==> src/fcr_pkg.sv <==
// fcr_pkg: types and constants shared by the framed command receiver.
// No dependencies; imported by fcr_frame_check and framed_command_receiver.
`timescale 1ns / 1ps

package fcr_pkg;

    localparam int unsigned POS_W      = 6;   // byte position counter
    localparam int unsigned FRAME_KEPT = 5;   // frame bytes 1..5 are kept
    localparam int unsigned KEPT_IDX_W = 3;

    localparam logic [7:0]  START_RESET    = 8'hAA;
    localparam logic [7:0]  END_RESET      = 8'hAB;
    localparam logic [7:0]  WORK_KEY_RESET = 8'h00;

    localparam logic [7:0]  SUM_MASK       = 8'h7F;
    localparam logic [4:0]  TIME_FIELD_W5  = 5'h1F;
    localparam logic [15:0] SECS_PER_MIN   = 16'd60;

    localparam logic [7:0]  UPD_KEY        = 8'hA5;
    localparam logic [7:0]  UPD_VERSION_B3 = 8'h01;
    localparam logic [7:0]  UPD_START_B3   = 8'h02;
    localparam logic [7:0]  UPD_B4         = 8'h01;

    typedef enum logic [1:0] {
        STATUS_GOOD     = 2'd0,
        STATUS_BADSUM   = 2'd1,
        STATUS_OVERFLOW = 2'd2
    } fcr_status_t;

    typedef enum logic [1:0] {
        UPD_NONE    = 2'd0,
        UPD_VERSION = 2'd1,
        UPD_START   = 2'd2
    } fcr_update_t;

    typedef enum logic [1:0] {
        CFG_START_BYTE = 2'd0,
        CFG_END_BYTE   = 2'd1,
        CFG_WORK_KEY   = 2'd2
    } fcr_cfg_idx_t;

    // bytes 1..5 of a frame, element 0 is byte 1
    typedef logic [FRAME_KEPT-1:0][7:0] fcr_frame_t;

    // decode of a closing frame
    typedef struct packed {
        logic        sum_ok;
        logic        key_hit;
        logic        upd_hit;
        fcr_update_t upd_val;
        logic [15:0] run_time;
    } fcr_check_t;

endpackage

==> src/framed_command_receiver.sv <==
// A byte passes through the input register; its result (if any) is then registered and shown on m_tvalid.
// Throughput: one byte per cycle; the input register and the frame state update
// both advance every cycle unless a result waits on a stalled m_tready.
// Reset (aresetn low, synchronous): returns to hunting, clears the kept frame bytes,
// key, run time and update request, and loads the register reset values.
// Depends on fcr_pkg and fcr_frame_check.
`timescale 1ns / 1ps

module framed_command_receiver
    import fcr_pkg::*;
#(
    parameter int unsigned FRAME_DEPTH = 32
) (
    input  logic        aclk,
    input  logic        aresetn,

    input  logic        s_tvalid,
    output logic        s_tready,
    input  logic [7:0]  s_tdata,    // [7:0] rx_byte

    output logic        m_tvalid,
    input  logic        m_tready,
    output logic [31:0] m_tdata,    // [7:0] key_code, [23:8] run_time_seconds,
                                    // [25:24] update_request, [31:26] zero
    output logic [1:0]  m_tuser,    // [1:0] frame_status

    input  logic        cfg_valid,
    output logic        cfg_ready,
    input  logic [1:0]  cfg_index,
    input  logic [7:0]  cfg_data
);

    localparam logic [POS_W-1:0] DEPTH_POS = POS_W'(FRAME_DEPTH);
    localparam logic [POS_W-1:0] LAST_KEPT = POS_W'(FRAME_KEPT);

    // configuration
    logic [7:0]       start_reg;
    logic [7:0]       end_reg;
    logic [7:0]       wkey_reg;

    // input register
    logic             in_valid_reg;
    logic [7:0]       in_byte_reg;

    // frame state
    logic [POS_W-1:0] pos_reg,   pos_next;
    fcr_frame_t       frame_reg, frame_next;
    logic [7:0]       key_reg,   key_next;
    logic [15:0]      run_reg,   run_next;
    fcr_update_t      pend_reg,  pend_next;

    // result register; key, run time and request come from the state,
    // which cannot move while a result is held
    logic             m_valid_reg;
    fcr_status_t      status_reg, status_next;

    logic             out_free;
    logic             advance;
    logic             hunting;
    logic             overrun;
    logic             closing;
    logic             load_out;
    logic [KEPT_IDX_W-1:0] kept_idx;
    fcr_check_t       check;

    assign cfg_ready = 1'b1;

    assign out_free = !m_valid_reg || m_tready;
    assign advance  = in_valid_reg && out_free;
    assign s_tready = !in_valid_reg || advance;

    assign hunting  = (pos_reg == '0);
    assign overrun  = !hunting && (pos_reg >= DEPTH_POS);
    assign closing  = !hunting && !overrun && (in_byte_reg == end_reg);
    assign load_out = advance && (overrun || closing);
    assign kept_idx = KEPT_IDX_W'(pos_reg - POS_W'(1));

    always_comb begin
        frame_next = frame_reg;
        if (!hunting && !overrun && pos_reg <= LAST_KEPT) begin
            frame_next[kept_idx] = in_byte_reg;
        end
    end

    fcr_frame_check u_check (
        .frame    (frame_next),
        .work_key (wkey_reg),
        .check    (check)
    );

    always_comb begin
        pos_next    = pos_reg;
        key_next    = key_reg;
        run_next    = run_reg;
        pend_next   = pend_reg;
        status_next = status_reg;
        if (advance) begin
            if (hunting) begin
                if (in_byte_reg == start_reg) begin
                    pos_next = POS_W'(1);
                end
            end else if (overrun) begin
                pos_next    = '0;
                status_next = STATUS_OVERFLOW;
            end else if (closing) begin
                pos_next = '0;
                if (check.sum_ok) begin
                    status_next = STATUS_GOOD;
                    key_next    = frame_next[1];
                    if (check.key_hit) begin
                        run_next = check.run_time;
                    end
                    if (check.upd_hit) begin
                        pend_next = check.upd_val;
                    end
                end else begin
                    status_next = STATUS_BADSUM;
                end
            end else begin
                pos_next = pos_reg + POS_W'(1);
            end
        end
    end

    always_ff @(posedge aclk) begin
        if (!aresetn) begin
            start_reg <= START_RESET;
            end_reg   <= END_RESET;
            wkey_reg  <= WORK_KEY_RESET;
        end else if (cfg_valid && cfg_ready) begin
            case (fcr_cfg_idx_t'(cfg_index))
                CFG_START_BYTE: start_reg <= cfg_data;
                CFG_END_BYTE:   end_reg   <= cfg_data;
                CFG_WORK_KEY:   wkey_reg  <= cfg_data;
                default: ;
            endcase
        end
    end

    always_ff @(posedge aclk) begin
        if (!aresetn) begin
            in_valid_reg <= 1'b0;
        end else if (s_tready) begin
            in_valid_reg <= s_tvalid;
        end
    end

    always_ff @(posedge aclk) begin
        if (s_tvalid && s_tready) begin
            in_byte_reg <= s_tdata;
        end
    end

    always_ff @(posedge aclk) begin
        if (!aresetn) begin
            pos_reg     <= '0;
            frame_reg   <= '0;
            key_reg     <= '0;
            run_reg     <= '0;
            pend_reg    <= UPD_NONE;
            m_valid_reg <= 1'b0;
            status_reg  <= STATUS_GOOD;
        end else begin
            pos_reg    <= pos_next;
            key_reg    <= key_next;
            run_reg    <= run_next;
            pend_reg   <= pend_next;
            status_reg <= status_next;
            if (advance) begin
                frame_reg <= frame_next;
            end
            if (load_out) begin
                m_valid_reg <= 1'b1;
            end else if (m_tready) begin
                m_valid_reg <= 1'b0;
            end
        end
    end

    assign m_tvalid = m_valid_reg;
    assign m_tuser  = status_reg;
    assign m_tdata  = {6'd0, pend_reg, run_reg, key_reg};

`ifndef SYNTHESIS
    a_pos_bounded: assert property (@(posedge aclk) disable iff (!aresetn)
        pos_reg <= DEPTH_POS)
        else $error("byte position beyond frame depth");

    a_hunt_after_result: assert property (@(posedge aclk) disable iff (!aresetn)
        load_out |=> pos_reg == '0)
        else $error("receiver not hunting after a frame result");

    a_key_only_on_good: assert property (@(posedge aclk) disable iff (!aresetn)
        $past(aresetn) && (key_reg != $past(key_reg)) |->
            $past(load_out && closing && check.sum_ok))
        else $error("key code changed without a good frame");

    a_update_code: assert property (@(posedge aclk) disable iff (!aresetn)
        pend_reg == UPD_NONE || pend_reg == UPD_VERSION || pend_reg == UPD_START)
        else $error("invalid update request code");
`endif

endmodule

==> src/fcr_frame_check.sv <==
// fcr_frame_check: checksum and command decode of the kept frame bytes.
// Purely combinational; depends on fcr_pkg.
`timescale 1ns / 1ps

module fcr_frame_check
    import fcr_pkg::*;
(
    input  fcr_frame_t  frame,
    input  logic [7:0]  work_key,
    output fcr_check_t  check
);

    logic [7:0] sum;
    logic [7:0] expect_sum;
    logic [9:0] minutes;

    assign sum        = frame[0] + frame[1] + frame[2] + frame[3];
    assign expect_sum = ~sum & SUM_MASK;
    // byte 4 gives the upper five bits of the minute count, byte 3 the lower
    assign minutes    = {frame[3][4:0] & TIME_FIELD_W5, frame[2][4:0] & TIME_FIELD_W5};

    always_comb begin
        check.sum_ok   = (expect_sum == frame[4]);
        check.key_hit  = (frame[1] == work_key);
        check.run_time = 16'(minutes) * SECS_PER_MIN;
        check.upd_hit  = 1'b0;
        check.upd_val  = UPD_NONE;
        if (frame[1] == UPD_KEY && frame[3] == UPD_B4) begin
            if (frame[2] == UPD_VERSION_B3) begin
                check.upd_hit = 1'b1;
                check.upd_val = UPD_VERSION;
            end else if (frame[2] == UPD_START_B3) begin
                check.upd_hit = 1'b1;
                check.upd_val = UPD_START;
            end
        end
    end

endmodule
==> config.mk <==
export PLATFORM = sky130hd
export DESIGN_NAME = framed_command_receiver
export DESIGN_NICKNAME = d
export VERILOG_FILES = /design/src/fcr_pkg.sv /design/src/framed_command_receiver.sv /design/src/fcr_frame_check.sv
export SDC_FILE = /design/constraint.sdc
export NUM_CORES = 1
export LEC_CHECK = 0
export BUFFER_PORTS_ARGS = -buffer_cell sky130_fd_sc_hd__clkbuf_2
export CORE_MARGIN = 3
export CORE_UTILIZATION = 50
export CTS_CLUSTER_DIAMETER = 200
export CTS_CLUSTER_SIZE = 12
export DETAILED_ROUTE_END_ITERATION = 10
export PLACE_DENSITY = 0.69
export SLEW_MARGIN = 25
export SYNTH_ARGS = -nofsm -noshare
export SYNTH_HDL_FRONTEND = slang
export SYNTH_SLANG_ARGS = --single-unit
==> constraint.sdc <==
create_clock -name aclk -period 9.45 [get_ports aclk]
set_input_delay 0.4725 -clock aclk [delete_from_list [all_inputs] [get_ports aclk]]
set_output_delay 0.4725 -clock aclk [all_outputs]
set_load 0.1 [all_outputs]
## Word level (Yosys, flattened, before mapping)

Index checks and enable logic that the tools add are counted.

- $add $sub $neg: 5
- Multipliers: 1
- Magnitude comparators: 4
- Equality and inequality tests: 11
- Mux-type cells: 16
- Bitwise logic cells: 3
- Reduce and logical (&&, ||, !) cells: 28

Operators by type and width:

| operator | number |
|---|---|
| bitwise mux 40 bit | 1 |
| 2-to-1 mux 40 bit | 1 |
| demux 8 bit (select 3 bit) | 1 |
| == test 8 bit | 3 |
| 2-to-1 mux 6 bit | 4 |
| adder 7 bit | 3 |
| == test 8 x 1 -> 1 bit (second input constant) | 2 |
| multiplier 10 x 4 -> 14 bit (second input constant) | 1 |
| AND reduction 6 bit | 2 |
| logical AND 1 bit | 9 |
| 2-to-1 mux 3 bit | 3 |
| == test 7 x 8 -> 1 bit | 1 |
| == test 8 x 2 -> 1 bit (second input constant) | 1 |
| == test 8 bit (second input constant) | 1 |
| 2-to-1 mux 8 bit | 1 |
| AND reduction 2 bit | 4 |
| NOT 7 bit | 1 |
| adder 6 x 1 -> 6 bit (second input constant) | 1 |
| >= comparator 6 bit (second input constant) | 1 |
| <= comparator 6 x 3 -> 1 bit (second input constant) | 1 |
| zero test 6 bit | 1 |
| AND reduction 5 bit | 1 |
| zero test 1 bit | 4 |
| less-than comparator 3 x 4 -> 1 bit (second input constant) | 1 |
| 12 further kinds | 19 |

- Bits in registers: 106
- Input bits: 23
- Output and inout bits: 37
- Logic and storage cells: 84

## Longest topological paths before layout

Gate-level depths: netlist of run 1.

- Depth in word-level cells: 15
- Depth in mapped cells: 26
- Gate-level depth less buffers: 24

## Hierarchy

A second synthesis of run 1 with hierarchy kept.

- Cells, all modules: 720
- Area, all modules: 6796.5 sq um

Modules (own cells, without submodules):

| module | instances | cells an instance | area an instance (sq um) | seq. area each (sq um) |
|---|---|---|---|---|
| framed_command_receiver | 1 | 513 | 4988.5 | 2242.2 |
| fcr_frame_check | 1 | 207 | 1808.0 | 0.0 |

## Least setup slack after synthesis of run 1

No wires, ideal clock.

- Path kind: register to register
- Start point: register pos_reg[0]
- End point: register run_reg[10]
- Setup time: 72 ps
- Data arrival time: 5485 ps
- Data required time: 9378 ps
- Slack: 3894 ps
- Stages on the path, launching flop included: 22
- Path buffers: 2
- Period minus slack after synthesis: 5556 ps
- Path through: dfxtp_1 inv_1 ha_1 inv_1 nand4_1 clkbuf_1 mux2i_1 fa_1 fa_1 inv_1 ha_1 inv_1 fa_1 xor2_1 xor2_1 a2111oi_4 o22ai_1 nor4_2 nand3_1 nor2_8 buf_12 mux2i_1

- Word-level cells in the longest chain between the ends: 13
- Elaborated cells between the ends (all ways): 27
- Classes of those cells: add/sub: 4; mul: 1; order compare: 4; eq/ne: 2; mux: 4; bitwise: 3; reduce/logical: 9

RTL lines:

| item | line | source |
|---|---|---|
| start: declaration | framed_command_receiver.sv:46 | `logic [POS_W-1:0] pos_reg, pos_next;` |
| start signal: assignment | framed_command_receiver.sv:164 | `pos_reg <= pos_next;` |
| subtractor 3 x 1 -> 3 bit / zero test 6 bit (equally long branches) | framed_command_receiver.sv:76, framed_command_receiver.sv:72 |  |
| less-than comparator 3 x 4 -> 1 bit (implied by the code), or another cell as far along | framed_command_receiver.sv:81 | `frame_next[kept_idx] = in_byte_reg;` |
| logical AND 1 bit, on equally long branches | framed_command_receiver.sv:81, framed_command_receiver.sv:73 |  |
| 2-to-1 mux 8 bit (implied by the code) / zero test 1 bit (equally long branches) | framed_command_receiver.sv:81, framed_command_receiver.sv:74, framed_command_receiver.sv:80 |  |
| demux 8 bit (select 3 bit) / logical AND 1 bit (equally long branches) | framed_command_receiver.sv:81, framed_command_receiver.sv:74, framed_command_receiver.sv:80 |  |
| bitwise mux 40 bit / logical AND 1 bit (equally long branches) | framed_command_receiver.sv:81, framed_command_receiver.sv:80 |  |
| 2-to-1 mux 40 bit | framed_command_receiver.sv:80 | `if (!hunting && !overrun && pos_reg <= LAST_KEPT) begin` |
| adder 7 bit (3 in a row) | fcr_frame_check.sv:17 | `assign sum = frame[0] + frame[1] + frame[2] + frame[3];` |
| NOT 7 bit | fcr_frame_check.sv:18 | `assign expect_sum = ~sum & SUM_MASK;` |
| == test 7 x 8 -> 1 bit | fcr_frame_check.sv:23 | `check.sum_ok = (expect_sum == frame[4]);` |
| AND reduction 6 bit (no line) | - |  |
| end signal: assignment | framed_command_receiver.sv:166 | `run_reg <= run_next;` |
| end: declaration | framed_command_receiver.sv:49 | `logic [15:0] run_reg, run_next;` |

Parallel ways exist; a longest one is shown, timed or not.
A chain may end at the register's enable or synchronous reset.

## Final worst setup path of run 1

- Start point: register pos_reg[0]
- End point: register run_reg[12]

The elaborated chain is that of the path after synthesis.

==> results of run 1 <==
## per-stage QoR
step                      setup WS, ns   util  instances  cell area [sq um]  total power [mW]
after CTS                         2.80  0.558        971               7470              1.08
after global routing              2.25  0.558        971               7470              1.13
final                             2.74  0.558        971               7470              1.07
after floorplan                   3.89      -        775               6950             0.673
after global placement            3.17  0.537        955               7200             0.714
after detailed placement          2.82  0.537        955               7200             0.722
## where the power goes
part	switching, mW	internal, mW	total, mW
registers	0.0219	0.461	0.483
logic	0.136	0.0943	0.230
clock network	0.180	0.181	0.361
## synthesized netlist by cell type, drive strengths merged, types with 4 or more instances
library cell | count | area, sq um
a21boi | 23 | 173
a21o | 4 | 30.0
a21oi | 25 | 125
a31oi | 4 | 25.0
and2 | 7 | 43.8
and3 | 5 | 31.3
and3b | 5 | 43.8
buf | 19 | 134
clkbuf | 31 | 116
dfxtp | 97 | 1940
edfxtp | 8 | 240
fa | 28 | 561
ha | 32 | 400
inv | 44 | 165
mux2 | 5 | 56.3
mux2i | 52 | 521
nand2 | 118 | 443
nand2b | 8 | 50.1
nand3 | 15 | 80.1
nand4 | 14 | 93.8
nor2 | 48 | 204
nor2b | 18 | 113
nor3 | 9 | 56.3
nor3b | 6 | 45.0
nor4 | 5 | 43.8
o211a | 18 | 180
o21ai | 23 | 115
xnor2 | 34 | 313
xor2 | 17 | 149
## logic make-up after synthesis
kind of cell,synth area share
AOI/OAI and AO/OA,0.131
other,0.00109
buffers and inverters,0.0600
xor gates and xnor gates,0.0769
and+or+nand+nor,0.193
DFF,0.315
adders and majority gates,0.139
muxes,0.0834
## cell type report
cell class / count / area, sq um / area share
Tap cell: 176 / 220 / 0.0295
Clock inverter: 7 / 53.8 / 0.00720
Sequential cell: 105 / 2180 / 0.292
Multi-Input combinational cell: 576 / 4350 / 0.582
Inverter: 44 / 165 / 0.0221
Clock buffer: 9 / 225 / 0.0301
Timing Repair Buffer: 54 / 280 / 0.0375
## worst max-delay path, stage by stage, from the launching register on
cell and delay [ns]:
dfxtp_1 0.51, inv_1 0.15, ha_1 0.28, xnor2_2 0.28, nand4_1 0.59, mux2i_1 0.82, fa_1 0.57, fa_1 0.47
inv_1 0.07, ha_1 0.16, inv_1 0.05, fa_1 0.39, xor2_1 0.29, xor2_1 0.16, a2111oi_4 0.30, o22ai_1 0.13
nor4_2 0.51, nand3_1 0.28, nor2_8 0.35, mux2i_1 0.24
## metal layers
metal  global-route usage  vias to the layer above
met5                    0                        -
met4               0.0657                        2
met3               0.0445                       24
met2                0.363                      172
met1                0.293                     2584
li1                     -                     2632
## worst paths after layout
kind / to / cells after the start
worst min-delay path: in_byte_reg[0] / 1
worst max-delay path: run_reg[12] / 19
worst max register to register: run_reg[12] / 19
worst min register to register: run_reg[9] / 2
==> flow_summary_export.csv, run 1 <==
group,metric,value,unit
sta,relSlewSlack,0.371,
hold_path,hp-start,"s_tdata[0]",
clock_network,cts_buffers,9,
routing,drc,0,
sta,finalSetupViolations,0,
placement,port_buffers,50,
pwr,ir_worst_vdd,0.133,mV
clock_network,cts_num_sinks,105,
routing,drt_iter0_markers,375,
routing,routed.top_layer,"met5",
logic_synthesis,synth_cells,768,
clock_network,clock_latency,0.36,ns
routing,wl_met1,7290,microns
logic_synthesis,synth_area_per_cell,9.01,sq um
worst_setup_path,end_kind,"flip-flop",
global_routing,grt_pass1_wl,26200,microns
pwr,total_leakage_power,3.46,nW
die,rows,42,
sta,max_slew.worst_pin.slew,0.940,ns
die,dieWidth,124,microns
layout,n_antenna_cell,0,
hold_path,hp-class,"in -> reg",
layout,largest_reg_flops,39,
worst_setup_path,crit_type,"reg -> reg",
clock_network,cts_resized,0,
logic_synthesis,syn_area,0.00692,sq mm
die,die_y,124,microns
routing,postRouteAntennaNets,0,
clock_network,clkTransAtPathRegs,0.07,ns
outcome,outcome,"finished, final reports clean",
sta,holdWs,0.287,ns
global_routing,antenna_found_initial,1,
die,top_level_ports,60,
logic_synthesis,ys_async_sr_fraction,0,
routing,wl_met3,962,microns
routing,wirelength,15900,microns
clock_network,post_cts_buffers,0,
clock_network,htreeDepth,3,
sta,period_needed,6.71,ns
routing,vias_per_cell,5.58,
logic_synthesis,synth_cell_types,70,
global_routing,grt_max_degree,66,
routing,dr.pass1.iters,5,
run,drv_cap,0,
logic_synthesis,yosys_register_bits,105,
logic_synthesis,yosysSeqAreaShare,0.315,
worst_setup_path,r2r_slack,2.74,ns
die,die-area,0.0153,sq mm
layout,final_cell_mix,"nand2_1 (118), dfxtp_1 (97), mux2i_1 (52)",
pwr,power.density,144,mW/mm^2
global_routing,grt_pass1_vias,5185,
logic_synthesis,synth_edf_count,8,
worst_setup_path,worst_ep_arrival_time,6.99,ns
sta,finalCritPeriodShare,0.710,
placement,place_congestion,0.937,
sta,clock_skew,0.00877,ns
layout,drive_gt1_frac,0.113,
clock_network,cts_max_path_buffers,2,
clock_network,clockRootBuffer,"clkbuf_16",
logic_synthesis,ys_warn_count,0,
worst_setup_path,cp_max_fo,14,
sta,finalMaxSlewViolations,0,
clock_network,cts_tree,"yes",
sta,rsz0062_at_grt,"no",
sta,fmax,149,MHz
routing,vias,5414,
die,core,0.0134,sq mm
logic_synthesis,synth_ff_type,"dfxtp_1",
layout,fin_nets,873,
worst_setup_path,worstReg2RegStart,"pos_reg[0]",
sta,hold_viol,0,
routing,dr_wl_met2,7350,microns
layout,final_common_cell,"nand2_1",
worst_setup_path,startpoint_type,"flip-flop",
routing,wl_per_cell,16.3,microns
worst_setup_path,cp_data_required_time,9.73,ns
global_routing,grt_usage,0.220,
layout,area_delta_synth_final,8.03,%
placement,hpwl,11700,microns
clock_network,ctsHoldBuffers,0,
die,initial_core_util,0.516,
worst_setup_path,critical_path.startpoint,"pos_reg[0]",
global_routing,grt-ovfl-total,0,
layout,fillCellCount,1193,
sta,fin_tns_setup,0,ns
Note: power is estimated with default switching activity, not from simulation.
==> inputs of run 2 (changes only) <==
==> constraint.sdc (replaced) <==
create_clock -name aclk -period 6.3 [get_ports aclk]
set_input_delay 0.315 -clock aclk [delete_from_list [all_inputs] [get_ports aclk]]
set_output_delay 0.315 -clock aclk [all_outputs]
set_load 0.1 [all_outputs]
==> flow_summary_export.csv, run 2 (synthesis results as in run 1) <==
group,metric,value,unit
sta,relSlewSlack,0.398,
pwr,power.share.sequential,0.432,
clock_network,cts_tree,"yes",
layout,finish.utilization,0.571,
layout,drive_gt1_frac,0.131,
clock_network,cts_buffers,9,
routing,vias,5474,
layout,fin_nets,889,
die,die-area,0.0153,sq mm
sta,clock_skew,0.0115,ns
routing,drc,0,
pwr,combPwrFrac,0.213,
pwr,power,1.67,mW
pwr,swShare,0.307,
worst_setup_path,end_kind,"flip-flop",
clock_network,cts_num_sinks,105,
die,dieWidth,124,microns
placement,hpwl,12200,microns
clock_network,ctsHoldBuffers,0,
pwr,power_switching,0.514,mW
routing,wirelength,16400,microns
hold_path,min_path_cells,1,
pwr,ir_worst_vdd,0.144,mV
layout,fillCellCount,1208,
pwr,p_int,1.16,mW
clock_network,clock_latency,0.36,ns
layout,final_common_cell,"nand2_1",
sta,period_needed,5.81,ns
pwr,p_clk_frac,0.355,
sta,setup_slack,0.487,ns
routing,drt_iter0_markers,402,
sta,fmax,172,MHz
die,die_y,124,microns
worst_setup_path,crit_type,"reg -> reg",
placement,place_congestion,0.925,
worst_setup_path,cp_data_required_time,6.58,ns
global_routing,grt_pass1_vias,5354,
routing,vias_per_cell,5.55,
clock_network,htreeDepth,3,
routing,wl_per_cell,16.6,microns
sta,finalCritPeriodShare,0.923,
worst_setup_path,worst_ep_arrival_time,6.10,ns
routing,dr.pass1.iters,5,
placement,port_buffers,50,
sta,max_slew.worst_pin.slew,0.896,ns
placement,pre_cts_ws,0.175,ns
global_routing,grt_max_degree,71,
layout,largest_reg_flops,39,
run,drv_cap,0,
die,rows,42,
clock_network,clockRootBuffer,"clkbuf_16",
global_routing,grt_pass1_wl,27000,microns
worst_setup_path,startpoint_type,"flip-flop",
die,initial_core_util,0.516,
pwr,power.density,218,mW/mm^2
clock_network,clkTransAtPathRegs,0.07,ns
hold_path,hp-class,"in -> reg",
die,core,0.0134,sq mm
routing,postRouteAntennaNets,0,
sta,rsz0062_at_grt,"no",
pwr,total_leakage_power,3.56,nW
global_routing,grt_usage,0.227,
die,top_level_ports,60,
sta,finalSetupViolations,0,
sta,holdWs,0.127,ns
layout,n_antenna_cell,0,
sta,finalMaxSlewViolations,0,
outcome,outcome,"finished, final reports clean",
layout,area_delta_synth_final,10.6,%
global_routing,antenna_found_initial,0,
layout,final_cell_mix,"nand2_1 (118), dfxtp_1 (97), mux2i_1 (52)",
clock_network,cts_max_path_buffers,2,
worst_setup_path,reg2regPathDepth,21,
sta,fin_tns_setup,0,ns
sta,hold_viol,0,
global_routing,grt-ovfl-total,0,
worst_setup_path,cp_max_fo,14,
[run 2: stage by stage]
stage,cells,cell area (sq um)
6_report,987,7650
3_3_place_gp,966,7280
2_1_floorplan,775,6950
5_1_grt,987,7650
3_5_place_dp,966,7280
4_1_cts,982,7590
[run 2: cell type report]
cell class,instances,area [sq um],area share
timing repair buffer,70,413,0.0540
tap,176,220,0.0288
multi-input combinational,576,4360,0.569
inverter,44,165,0.0216
clock buffer,11,275,0.0360
sequential,105,2180,0.285
clock inverter,5,40.0,0.00523
[run 2: metal layers]
layer	vias up	global-route usage	share of wire
met1	2639	0.300	0.46
li1	2668	-	-
met3	30	0.0418	0.049
met5	-	0	0
met2	137	0.369	0.47
met4	0	0.0920	0.026
[run 2: path summary, 6_finish.rpt]
| check | startpoint | to | slack [ns] |
|---|---|---|---|
| setup reg to reg | pos_reg[0] | run_reg[15] | 0.49 |
| hold reg to reg | run_reg[11] | run_reg[11] | 0.46 |
| setup / recovery | pos_reg[0] | run_reg[15] | 0.49 |
| hold / removal | s_tdata[4] | in_byte_reg[4] | 0.13 |
[run 2: power groups by stage]
stage,Clock (mW),Combinational [mW],Sequential (mW)
after floorplan,0,0.294,0.716
after CTS,0.604,0.355,0.721
after detailed placement,0,0.352,0.737
after global placement,0,0.341,0.736
after global routing,0.632,0.399,0.725
final,0.593,0.357,0.722
[run 2: timing repair]
action | 4_1_cts | 5_1_grt
hold endpoints to repair | 0 | 0
endpoints found under the setup margin | 0 | 24
gates resized for setup | 0 | 1
buffers inserted | 0 | 5
[run 2: critical path: stages (launching register included)]
cell       delay [ns]
dfxtp_1          0.49
inv_1            0.15
ha_1             0.27
xnor2_2          0.27
nand4_1          0.27
buf_4            0.27
mux2i_1          0.28
fa_1             0.49
fa_1             0.46
inv_1            0.08
ha_1             0.16
inv_1            0.06
fa_1             0.39
xor2_1           0.28
xor2_1           0.16
a2111oi_4        0.29
o22ai_1          0.15
nor4_4           0.40
nand3_1          0.27
nor2_8           0.19
buf_12           0.16
mux2i_1          0.20
==> inputs of run 3 (changes only) <==
--- a/config.mk
+++ b/config.mk
@@ -11,6 +11,7 @@
 export CTS_CLUSTER_DIAMETER = 200
 export CTS_CLUSTER_SIZE = 12
 export DETAILED_ROUTE_END_ITERATION = 10
+export MAX_ROUTING_LAYER = met4
 export PLACE_DENSITY = 0.69
 export SLEW_MARGIN = 25
 export SYNTH_ARGS = -nofsm -noshare
==> constraint.sdc (replaced) <==
create_clock -name aclk -period 5.7 [get_ports aclk]
set_input_delay 0.285 -clock aclk [delete_from_list [all_inputs] [get_ports aclk]]
set_output_delay 0.285 -clock aclk [all_outputs]
set_load 0.1 [all_outputs]
==> flow_summary_export.csv, run 3 (synthesis results as in run 1) <==
group,metric,value,unit
outcome,outcome,"finished, final reports clean",
sta,fmax,187,MHz
layout,drive_gt1_frac,0.151,
global_routing,grt_usage,0.236,
sta,holdWs,0.107,ns
layout,multiInputGateArea,0.00439,sq mm
routing,routed.top_layer,"met4",
pwr,total_leakage_power,3.60,nW
die,die_y,124,microns
routing,wl_met3,1010,microns
routing,wl_met1,7610,microns
sta,period_needed,5.36,ns
routing,vias_per_cell,5.50,
die,top_level_ports,60,
pwr,power,1.80,mW
sta,relSlewSlack,0.396,
sta,clock_skew,0.0104,ns
global_routing,grt-ovfl-total,0,
worst_setup_path,crit_type,"reg -> reg",
worst_setup_path,end_kind,"flip-flop",
routing,dr_wl_met2,8040,microns
pwr,ir_worst_vdd,0.158,mV
clock_network,cts_buffers,9,
global_routing,grt_max_degree,79,
layout,final_cell_mix,"nand2_1 (118), dfxtp_1 (97), mux2i_1 (52)",
routing,dr.pass1.iters,5,
die,dieWidth,124,microns
routing,drc,0,
sta,rsz0062_at_grt,"no",
worst_setup_path,worst_ep_arrival_time,5.64,ns
die,initial_core_util,0.516,
global_routing,grt_pass1_wl,27100,microns
layout,seqCellArea,0.00218,sq mm
routing,vias,5497,
sta,hold_viol,0,
placement,place_area,0.00734,sq mm
layout,area_delta_synth_final,11.8,%
clock_network,clock_latency,0.35,ns
routing,wirelength,16900,microns
placement,hpwl,12400,microns
routing,postRouteAntennaNets,0,
routing,wl_per_cell,16.9,microns
worst_setup_path,cp_max_fo,13,
pwr,power.density,233,mW/mm^2
global_routing,antenna_found_initial,1,
layout,final_common_cell,"nand2_1",
worst_setup_path,max_stage_delay,0.44,ns
layout,postLayoutCellArea,0.00774,sq mm
clock_network,clockRootBuffer,"clkbuf_16",
routing,drt_iter0_markers,357,
sta,finalSetupViolations,0,
clock_network,cts_tree,"yes",
run,drv_cap,0,
layout,fin_nets,901,
sta,setup_slack,0.339,ns
worst_setup_path,critPathTopFamily,"adder cells",
die,die-area,0.0153,sq mm
die,core,0.0134,sq mm
layout,largest_reg_flops,39,
hold_path,hp-class,"in -> reg",
clock_network,cts_max_path_buffers,2,
worst_setup_path,path_buf_inv,5,
clock_network,cts_num_sinks,105,
sta,finalMaxSlewViolations,0,
die,rows,42,
clock_network,htreeDepth,3,
worst_setup_path,startpoint_type,"flip-flop",
sta,max_slew.worst_pin.slew,0.899,ns
placement,place_congestion,0.948,
worst_setup_path,slowest_stage,"fa_1",
layout,fillCellCount,1192,
clock_network,clkTransAtPathRegs,0.07,ns
worst_setup_path,cp_data_required_time,5.98,ns
global_routing,grt_pass1_vias,5397,
placement,port_buffers,50,
sta,finalCritPeriodShare,0.940,
placement,pre_cts_ws,-0.0280,ns
-- run 3: metal layers --
layer	vias to the layer above	track usage
met5	-	-
met4	0	0.0893
met3	22	0.0359
met2	159	0.378
met1	2613	0.303
li1	2703	-
-- run 3: worst register-to-register path: stages (launching register included) --
cell and delay [ns]:
dfxtp_1 0.38, inv_1 0.08, ha_1 0.24, xnor2_2 0.31
and3_1 0.26, and2_2 0.23, nor3_1 0.06, a21oi_1 0.12
nor2_1 0.06, a211oi_2 0.23, ha_1 0.18, a21oi_1 0.05
fa_1 0.44, inv_1 0.07, ha_1 0.17, inv_1 0.06
fa_1 0.42, xor2_2 0.19, xor2_1 0.18, a2111oi_4 0.29
o22ai_1 0.16, nor4_4 0.27, buf_4 0.18, nand3_2 0.11
nor2_8 0.18, buf_12 0.16, mux2i_1 0.20
-- run 3: report_power, final --
| part | internal [mW] | total [mW] | switching, mW |
|---|---|---|---|
| Combinational | 0.167 | 0.410 | 0.243 |
| Sequential | 0.764 | 0.797 | 0.0327 |
| Clock | 0.309 | 0.595 | 0.287 |
-- run 3: final cells by class --
| cell class | instances | area share |
|---|---|---|
| well taps | 176 | 0.0285 |
| inverters | 44 | 0.0213 |
| repair buffers | 82 | 0.0650 |
| multi-input cells | 576 | 0.567 |
| clock buffers | 10 | 0.0309 |
| diodes | 1 | 0.000323 |
| flip-flops and latches | 105 | 0.282 |
| clock inverters | 6 | 0.00517 |
-- run 3: through the flow --
stage / TNS [ns] / instances / util
final: 0 / 1000 / 0.577
after global placement: 0 / 974 / 0.548
after floorplan: 0 / 775 / -
after detailed placement: -0.0291 / 974 / 0.548
after global routing: 0 / 1000 / 0.577
after CTS: 0 / 990 / 0.569
-- run 3: path summary, 6_finish.rpt --
check,from,to,slack (ns),depth (start not counted)
min reg2reg,run_reg[8],run_reg[8],0.46,2
max,pos_reg[1],run_reg[10],0.34,26
min,s_tdata[3],in_byte_reg[3],0.11,1
max reg2reg,pos_reg[1],run_reg[10],0.34,26
-- run 3: timing repair --
item | in CTS | in global routing
resized for setup | 1 | 6
buffers inserted | 0 | 9
setup endpoints to repair | 14 | 24
hold buffers | 0 | 0
pin swaps | 0 | 6
